## config.mk

```make
export PLATFORM = sky130hd
export DESIGN_NAME = pwm_period_duty_meter
export DESIGN_NICKNAME = d
export VERILOG_FILES = /design/src/rtl/pdm_pkg.sv /design/src/rtl/pdm_serial_div.sv /design/src/rtl/pdm_tracker.sv /design/src/rtl/pwm_period_duty_meter.sv
export SDC_FILE = /design/constraint.sdc
export NUM_CORES = 1
export LEC_CHECK = 0
export BUFFER_PORTS_ARGS = -buffer_cell sky130_fd_sc_hd__buf_2
export CORE_UTILIZATION = 46
export DETAILED_ROUTE_END_ITERATION = 8
export PLACE_DENSITY_LB_ADDON = 0.08
export SYNTH_ARGS = -nofsm -noshare
export SYNTH_HDL_FRONTEND = slang
export SYNTH_SLANG_ARGS = --single-unit
```

## constraint.sdc

```tcl
create_clock -name clk_i -period 4.3 [get_ports clk_i]
set_input_delay 0.215 -clock clk_i [delete_from_list [all_inputs] [get_ports clk_i]]
set_output_delay 0.215 -clock clk_i [all_outputs]
set_load 0.03 [all_outputs]
```

## src/rtl/pdm_pkg.sv

```systemverilog
// Package of the PWM period and duty meter: beat types, codes and constants.
`default_nettype none

package pdm_pkg;

  localparam int unsigned STAMP_W              = 16;
  localparam int unsigned TICKS_W              = 17;
  localparam int unsigned RATE_W               = 20;
  localparam int unsigned DUTY_W               = 7;
  localparam int unsigned COUNTER_BITS_DEFAULT = 16;

  localparam logic [RATE_W-1:0] RATE_RESET = 20'd8000;
  localparam logic [DUTY_W-1:0] DUTY_FULL  = 7'd100;

  typedef enum logic [1:0] {
    FUNC_RISE = 2'd0,
    FUNC_FALL = 2'd1,
    FUNC_OVF  = 2'd2
  } func_e;

  typedef enum logic [1:0] {
    PH_WAIT_FIRST = 2'd0,
    PH_WAIT_FALL  = 2'd1,
    PH_WAIT_RISE  = 2'd2
  } phase_e;

  typedef enum logic [1:0] {
    ST_IDLE   = 2'd0,
    ST_DIVIDE = 2'd1,
    ST_HOLD   = 2'd2
  } meter_state_e;

  typedef struct packed {
    logic [1:0]         func;
    logic [STAMP_W-1:0] capture_stamp;
  } in_t;

  typedef struct packed {
    logic [TICKS_W-1:0] period_ticks;
    logic [TICKS_W-1:0] high_ticks;
    logic [RATE_W-1:0]  frequency;
    logic [DUTY_W-1:0]  duty_percent;
    logic               divide_error;
  } out_t;

endpackage

`default_nettype wire

```

## src/rtl/pdm_serial_div.sv

```systemverilog
// Bit-serial restoring divider: one quotient bit per clock cycle.
`default_nettype none

module pdm_serial_div #(
  parameter int unsigned DIVIDEND_W = 20,
  parameter int unsigned DIVISOR_W  = 17
) (
  input  wire logic                  clk_i,
  input  wire logic                  rst_ni,
  input  wire logic                  start_i,
  input  wire logic [DIVIDEND_W-1:0] dividend_i,
  input  wire logic [DIVISOR_W-1:0]  divisor_i,
  output logic                       busy_o,
  output logic [DIVIDEND_W-1:0]      quotient_o
);

  localparam int unsigned CNT_W = $clog2(DIVIDEND_W + 1);

  logic [DIVIDEND_W-1:0] quo_q, quo_d;
  logic [DIVISOR_W-1:0]  rem_q, rem_d;
  logic [DIVISOR_W-1:0]  div_q;
  logic [CNT_W-1:0]      cnt_q;
  logic                  busy_q;
  logic [DIVISOR_W:0]    shifted;
  logic [DIVISOR_W:0]    diff;
  logic                  fits;

  always_comb begin
    shifted = {rem_q, quo_q[DIVIDEND_W-1]};
    diff    = shifted - {1'b0, div_q};
    fits    = shifted >= {1'b0, div_q};
    rem_d   = fits ? diff[DIVISOR_W-1:0] : shifted[DIVISOR_W-1:0];
    quo_d   = {quo_q[DIVIDEND_W-2:0], fits};
  end

  always_ff @(posedge clk_i or negedge rst_ni) begin
    if (!rst_ni) begin
      busy_q <= 1'b0;
      cnt_q  <= '0;
    end else if (start_i) begin
      busy_q <= 1'b1;
      cnt_q  <= CNT_W'(DIVIDEND_W);
    end else if (busy_q) begin
      cnt_q <= cnt_q - CNT_W'(1);
      if (cnt_q == CNT_W'(1)) begin
        busy_q <= 1'b0;
      end
    end
  end

  always_ff @(posedge clk_i) begin
    if (start_i) begin
      quo_q <= dividend_i;
      rem_q <= '0;
      div_q <= divisor_i;
    end else if (busy_q) begin
      quo_q <= quo_d;
      rem_q <= rem_d;
    end
  end

  assign busy_o     = busy_q;
  assign quotient_o = quo_q;

endmodule

`default_nettype wire

```

## src/rtl/pdm_tracker.sv

```systemverilog
// Edge tracker: follows the signal phase and measures intervals between stamps.
`default_nettype none

module pdm_tracker #(
  parameter int unsigned COUNTER_BITS = 16
) (
  input  wire logic             clk_i,
  input  wire logic             rst_ni,
  input  wire logic             accept_i,
  input  wire pdm_pkg::in_t     item_i,
  output logic                  close_o,
  output logic [COUNTER_BITS:0] period_o,
  output logic [COUNTER_BITS:0] high_o
);

  import pdm_pkg::*;

  localparam int unsigned IW = COUNTER_BITS + 1;

  phase_e                  phase_q, phase_d;
  logic [COUNTER_BITS-1:0] start_q, start_d;
  logic [IW-1:0]           high_q, high_d;
  logic                    ovf_q, ovf_d;
  logic [COUNTER_BITS-1:0] stamp;
  logic [IW-1:0]           interval;
  logic                    close;

  // A seen overflow adds one full counter span to the stamp.
  assign stamp    = COUNTER_BITS'(item_i.capture_stamp);
  assign interval = {ovf_q, stamp} - {1'b0, start_q};

  always_comb begin
    phase_d = phase_q;
    start_d = start_q;
    high_d  = high_q;
    ovf_d   = ovf_q;
    close   = 1'b0;
    if (accept_i) begin
      if (item_i.func == FUNC_OVF) begin
        ovf_d = 1'b1;
      end else if (item_i.func == FUNC_RISE || item_i.func == FUNC_FALL) begin
        case (phase_q)
          PH_WAIT_FALL: begin
            if (item_i.func == FUNC_FALL) begin
              high_d  = interval;
              phase_d = PH_WAIT_RISE;
            end
          end
          PH_WAIT_RISE: begin
            if (item_i.func == FUNC_RISE) begin
              close   = 1'b1;
              start_d = stamp;
              ovf_d   = 1'b0;
              phase_d = PH_WAIT_FALL;
            end
          end
          default: begin
            if (item_i.func == FUNC_RISE) begin
              start_d = stamp;
              ovf_d   = 1'b0;
              phase_d = PH_WAIT_FALL;
            end
          end
        endcase
      end
    end
  end

  always_ff @(posedge clk_i or negedge rst_ni) begin
    if (!rst_ni) begin
      phase_q <= PH_WAIT_FIRST;
      start_q <= '0;
      high_q  <= '0;
      ovf_q   <= 1'b0;
    end else begin
      phase_q <= phase_d;
      start_q <= start_d;
      high_q  <= high_d;
      ovf_q   <= ovf_d;
    end
  end

  assign close_o  = close;
  assign period_o = interval;
  assign high_o   = high_q;

endmodule

`default_nettype wire

```

## src/rtl/pwm_period_duty_meter.sv

```systemverilog
// Top level of the PWM period and duty meter.
//
// Usage: timer events arrive as beats on the input channel (in_valid_i,
// in_ready_o, in_data_i). A rising capture, a falling capture or a counter
// overflow is taken as one beat. The rising edge that closes a period
// starts two bit-serial dividers, one for the frequency (rate_scale over the
// period) and one for the duty percent (high time times 100 over the
// period). Both produce one quotient bit per cycle; the duty divider has
// COUNTER_BITS + 8 bits to work through, the frequency divider 20, and at
// the default of 16 the duty divider sets the pace. While the dividers run,
// in_ready_o is low; every other event leaves it high. When both are done,
// the result beat is loaded into an output register on the output channel
// (out_valid_o, out_ready_i, out_data_o), where results wait, so the meter
// keeps taking events while the receiver stalls. A closing edge that
// arrives while a result beat still waits is taken and its division runs,
// but in_ready_o then stays low until the waiting beat has been taken. The
// rate_scale register is written through cfg_valid_i / cfg_data_i and is
// always ready. Reset returns the meter to waiting for its first rising
// edge, empties the output register and sets rate_scale to 8000.
`default_nettype none

module pwm_period_duty_meter #(
  parameter int unsigned COUNTER_BITS = pdm_pkg::COUNTER_BITS_DEFAULT
) (
  input  wire logic                       clk_i,
  input  wire logic                       rst_ni,
  input  wire logic                       in_valid_i,
  output logic                            in_ready_o,
  input  wire pdm_pkg::in_t               in_data_i,
  output logic                            out_valid_o,
  input  wire logic                       out_ready_i,
  output pdm_pkg::out_t                   out_data_o,
  input  wire logic                       cfg_valid_i,
  output logic                            cfg_ready_o,
  input  wire logic [pdm_pkg::RATE_W-1:0] cfg_data_i
);

  import pdm_pkg::*;

  // Intervals carry one bit above the counter for a seen overflow.
  localparam int unsigned IW     = COUNTER_BITS + 1;
  // High time times 100 needs seven more bits.
  localparam int unsigned PROD_W = IW + DUTY_W;

  meter_state_e      state_q, state_d;
  logic [RATE_W-1:0] rate_scale_q;
  logic [IW-1:0]     period_q;
  logic [IW-1:0]     high_q;
  logic              out_valid_q, out_valid_d;
  out_t              out_data_q;
  out_t              result;
  logic              accept;
  logic              close;
  logic [IW-1:0]     period;
  logic [IW-1:0]     high;
  logic              freq_busy;
  logic              duty_busy;
  logic [RATE_W-1:0] freq_quo;
  logic [PROD_W-1:0] duty_quo;
  logic [PROD_W-1:0] high_scaled;
  logic              slot_free;
  logic              load;

  assign accept      = in_valid_i && in_ready_o;
  assign cfg_ready_o = 1'b1;

  always_ff @(posedge clk_i or negedge rst_ni) begin
    if (!rst_ni) begin
      rate_scale_q <= RATE_RESET;
    end else if (cfg_valid_i) begin
      rate_scale_q <= cfg_data_i;
    end
  end

  pdm_tracker #(
    .COUNTER_BITS(COUNTER_BITS)
  ) u_tracker (
    .clk_i   (clk_i),
    .rst_ni  (rst_ni),
    .accept_i(accept),
    .item_i  (in_data_i),
    .close_o (close),
    .period_o(period),
    .high_o  (high)
  );

  assign high_scaled = PROD_W'(high) * PROD_W'(DUTY_FULL);

  pdm_serial_div #(
    .DIVIDEND_W(RATE_W),
    .DIVISOR_W (IW)
  ) u_freq_div (
    .clk_i     (clk_i),
    .rst_ni    (rst_ni),
    .start_i   (close),
    .dividend_i(rate_scale_q),
    .divisor_i (period),
    .busy_o    (freq_busy),
    .quotient_o(freq_quo)
  );

  pdm_serial_div #(
    .DIVIDEND_W(PROD_W),
    .DIVISOR_W (IW)
  ) u_duty_div (
    .clk_i     (clk_i),
    .rst_ni    (rst_ni),
    .start_i   (close),
    .dividend_i(high_scaled),
    .divisor_i (period),
    .busy_o    (duty_busy),
    .quotient_o(duty_quo)
  );

  // The period and high time of the closed period are kept for the result.
  always_ff @(posedge clk_i) begin
    if (close) begin
      period_q <= period;
      high_q   <= high;
    end
  end

  // A zero period gives an error flag; the quotients are then forced to zero.
  always_comb begin
    result.period_ticks = TICKS_W'(period_q);
    result.high_ticks   = TICKS_W'(high_q);
    result.divide_error = (period_q == '0);
    if (result.divide_error) begin
      result.frequency    = '0;
      result.duty_percent = '0;
    end else begin
      result.frequency    = freq_quo;
      result.duty_percent = (duty_quo > PROD_W'(DUTY_FULL)) ? DUTY_FULL
                                                            : duty_quo[DUTY_W-1:0];
    end
  end

  assign slot_free = !out_valid_q || out_ready_i;

  always_comb begin
    state_d    = state_q;
    load       = 1'b0;
    in_ready_o = 1'b0;
    case (state_q)
      ST_IDLE: begin
        in_ready_o = 1'b1;
        if (close) begin
          state_d = ST_DIVIDE;
        end
      end
      ST_DIVIDE: begin
        if (!freq_busy && !duty_busy) begin
          if (slot_free) begin
            load    = 1'b1;
            state_d = ST_IDLE;
          end else begin
            state_d = ST_HOLD;
          end
        end
      end
      ST_HOLD: begin
        if (slot_free) begin
          load    = 1'b1;
          state_d = ST_IDLE;
        end
      end
      default: begin
        state_d = ST_IDLE;
      end
    endcase
  end

  always_ff @(posedge clk_i or negedge rst_ni) begin
    if (!rst_ni) begin
      state_q <= ST_IDLE;
    end else begin
      state_q <= state_d;
    end
  end

  // Output register: filled from the dividers, emptied by the receiver.
  always_comb begin
    out_valid_d = out_valid_q;
    if (load) begin
      out_valid_d = 1'b1;
    end else if (out_ready_i) begin
      out_valid_d = 1'b0;
    end
  end

  always_ff @(posedge clk_i or negedge rst_ni) begin
    if (!rst_ni) begin
      out_valid_q <= 1'b0;
    end else begin
      out_valid_q <= out_valid_d;
    end
  end

  always_ff @(posedge clk_i) begin
    if (load) begin
      out_data_q <= result;
    end
  end

  assign out_valid_o = out_valid_q;
  assign out_data_o  = out_data_q;

endmodule

`default_nettype wire

```

==> key figures <==
Status
  – Status: complete, no violations

Power and ir drop
  – Power density cells: 839 mW/mm2
  – Clock Power Share: between 10% and 20%
  – Cell Int Power: 0.00792 W
  – Worst vdd ir: 410 uV
  – Leakage: 6.93 nW
  – Net load switching power: 0.00539 W
  – Net Sw Frac: 40.5%
  – Logic pwr share: 51.2%
  – Seq pwr share: between 20% and 30%

Placement
  – Buffers on Ports: 106
  – Placed cells: 1746
  – Detail Placement HPWL: ~22 mm
  – Post-DP Area: 0.0145 mm2
  – GP Congestion: 0.848

Clock tree
  – CTS buffer count: 28
  – Clock buffer depth: 3
  – Worst-path clk slew: 60 ps
  – CTS tree: yes
  – Worst-Skew Late Latency: 550 ps
  – Clock Tree Root: clkbuf_16
  – Clk sink count: 245
  – Count of cells resized by post-cts repair: 0
  – Htree depth: 1
  – Setup Fix Bufs, Post-CTS: 0

Die
  – Chip width: approximately 170 um
  – FP Rows: 62
  – Starting density of the core: 46.8%
  – Die area: 0.0300 mm2
  – Io pins: approximately 110
  – Core ar.: 0.0288 mm2
  – Die Y: 173 um

Timing
  – Final Max Slew Viols: 0
  – Final period utilization: 86.0%
  – Max Fclk: 0.270 GHz
  – Fin Setup TNS: 0 ps
  – Finish-stage setup viols: 0
  – Final min period: 3700 ps
  – RSZ-0062 raised after global routing: no
  – Hold Slack: 22.8 ps
  – Slew HR: around a third
  – Slew @ Worst Pin: around 1000 ps
  – Final hold vios: 0
  – Post-route clock skew: about 18 ps

Detailed routing
  – Drt first pass iters: 5
  – DR vias: 9722
  – Final WL: 31.1 mm
  – Routed WL per cell: 17.0 um
  – Vias per cell: 5.30
  – Drt first-iter violations: 501
  – DRC: 0
  – Final antenna-violating net count: 0

Synthesis
  – Number of synthesized flops with an enable pin: between 100 and 150
  – Synth Register Bits: 245
  – Synth top cells by count: 142 x nand2_1, 138 x edfxtp_1, 122 x inv_1
  – Yosys warns: 0
  – Yosys top cell by area: edfxtp_1
  – Post-synth cell types: 69
  – Post-Syn Instances: 1288
  – Synthesized cell area: between 0.01 and 0.015 mm2
  – Fraction of synthesized cell area taken by the top area cell type: 30.7%
  – Most frequent cell after synthesis: nand2_1
  – Register area share after synthesis: 49.3%
  – Leading register cell type out of synthesis: edfxtp_1
  – Synth Area per Inst: ~10 um2
  – FFs w/ async S/R, synth: 29.0%
  – Net Count, Synth: 1458
  – Top cells by area, synth: edfxtp_1 31%, dfrtp_1 12%, ha_1 10%

Layout
  – Layout cell share with drive strength beyond 1: 14.5%
  – Post-route cell area: roughly 0.016 mm2
  – Fin nets: 1600
  – Final core utilization: between 50% and 60%
  – ANT cells: 0
  – Area Growth Syn to Fin: 17.6%
  – Non-Filler Instances: approximately 1800

Global routing
  – Total gr overflow: 0
  – GR Util met3: between 2 and 2.5%
  – Total track usage: 21.0%
  – GR met1 Demand/Resource: 30.2%
  – Largest net degree at the start of global routing: 72
  – GRT Max-Usage Layer: met2
  – Number of antenna violations at the first check in global routing: 0
  – GRT met2 Usage: 34.0%
  – Via count of the first global-routing pass: 9512
  – First-pass GRT wire length: between 50 and 60 mm

Setup path
  – Worst setup path class: reg -> reg
  – Worst path depth: 11
  – CP required: 4570 ps
  – Startpoint types: flop
  – Worst r2r dst: u_duty_div.quotient_o[22]
  – Worst Setup SP: u_tracker.high_o[3]
  – Critical path data arrival time: about 4000 ps
  – Crit path top cell by count: ha_1
  – Worst R2R Setup Slack: 600 ps
  – Largest delay share family, worst path: adder cells
  – Worst reg2reg path startpoint: u_tracker.high_o[3]
  – CP Capture Point: u_duty_div.quotient_o[22]
  – Slowest CP cell: fa_1
  – Worst path cell trace: ha_1 > ha_1 > fa_1 > ha_1 > nor2b_1 > o31a_1 > o221ai_1 > o21ai_1 > a221oi_1 > xor2_1 > o21ai_1
  – Slowest stage delay, CP: 460 ps
  – Worst-path fanout max: 5
  – Worst Setup End Kind: flop
  – WP buf/inv: 0
  – Reg2Reg Depth: 11

Flow run
  – Maxcap violations: 0

Hold path
  – Hold Path Class: in -> reg
[worst register-to-register path, stage by stage, from the launching register on]
cell and delay, ps:
dfrtp_1 440, ha_1 310, ha_1 320, fa_1 460
ha_1 360, nor2b_1 160, o31a_1 270, o221ai_1 320
o21ai_1 190, a221oi_1 340, xor2_1 180, o21ai_1 70
[state kept, by name, summed over array words and instances, names as in the netlist, 5 cells and up]
register / flops
u_freq_div.rem_q: 17
u_duty_div.div_q: 17
u_tracker.high_o: 17
u_duty_div.quotient_o: 24
u_freq_div.cnt_q: 5
u_tracker.start_q: 16
u_freq_div.quotient_o: 20
rate_scale_q: 20
u_duty_div.cnt_q: 5
out_data_o: 62
high_q: 17
u_duty_div.rem_q: 17
[layout make-up]
type                            count  area [um2]
Sequential cell                   245        6650
Timing Repair Buffer              158        1040
Multi-Input combinational cell    875        6220
Fill cell                        2606       12900
Clock buffer                       40         817
Tap cell                          384         480
Inverter                          122         458
Clock inverter                     12         188
[through the flow]
step | setup WS, ps | power (W)
CTS | 599 | 0.0134
global placement | 690 | 0.0107
detailed placement | 621 | 0.0107
floorplan | 336 | 0.00916
finish | 600 | 0.0133
global route | 433 | 0.0145
[kinds of logic after synthesis]
kind of cell / share of synthesized area (%)
AOI/OAI and AO/OA: 13.0
xor gates and xnor gates: 3.90
adders and majority gates: 12.6
buffers and inverters: 4.79
DFF: 49.3
muxes: 3.68
other: 0.0278
and+or+nand+nor: 12.7
[layer usage]
layer  wire length, um  up-vias  part of all wire [%]
li1                  -     4862                     -
met1             15300     4658                    49
met2             14100      160                    45
met3               990       42                   3.2
met4               719        0                   2.3
met5                 0        -                     0
[placed cells by master (no fill, tap or decap), drive strengths merged, types with 6 or more instances in the layout]
cell type	Yosys	layout
nand2	143	143
edfxtp	138	138
inv	122	122
buf	11	120
ha	112	112
o21ai	98	98
a21oi	68	68
dfrtp	65	65
nor2	57	57
nand3	45	45
clkbuf	35	40
dlygate4sd3	0	38
dfxtp	36	36
nor2b	33	33
xor2	30	30
xnor2	30	30
mux2	29	29
a21o	20	20
o21a	18	18
mux2i	17	17
a211oi	17	17
fa	15	15
nand4	11	11
a31oi	11	11
nor3	10	10
o31ai	10	10
nor4	10	10
and3	9	9
nand2b	9	9
nor3b	9	9
a41oi	8	8
o31a	7	7
dfstp	6	6
[power by group through the flow]
stage | clock network [W] | registers, W | logic (W)
final | 0.00258 | 0.00392 | 0.00681
after global routing | 0.00271 | 0.00402 | 0.00776
after CTS | 0.00262 | 0.00392 | 0.00685
after detailed placement | 0 | 0.00396 | 0.00677
after global placement | 0 | 0.00395 | 0.00672
after floorplan | 0 | 0.00377 | 0.00539
[worst min-delay path by stage]
stage | from | to | slack, ps | cells after the start
after floorplan | rst_ni | out_valid_o | -80 | 0
after detailed placement | rst_ni | rate_scale_q[5] | 190 | 1
after CTS | out_ready_i | state_q[1] | 10 | 4
after global placement | rst_ni | rate_scale_q[5] | 200 | 1
after global routing | out_ready_i | out_valid_o | 60 | 3
final | out_ready_i | state_q[1] | 20 | 4
[timing repair]
item                       in CTS  in global routing
hold buffers                   38                  0
setup endpoints to repair       0                  0
hold endpoints to repair       65                  0
Note: power is estimated with default switching activity, not from simulation.
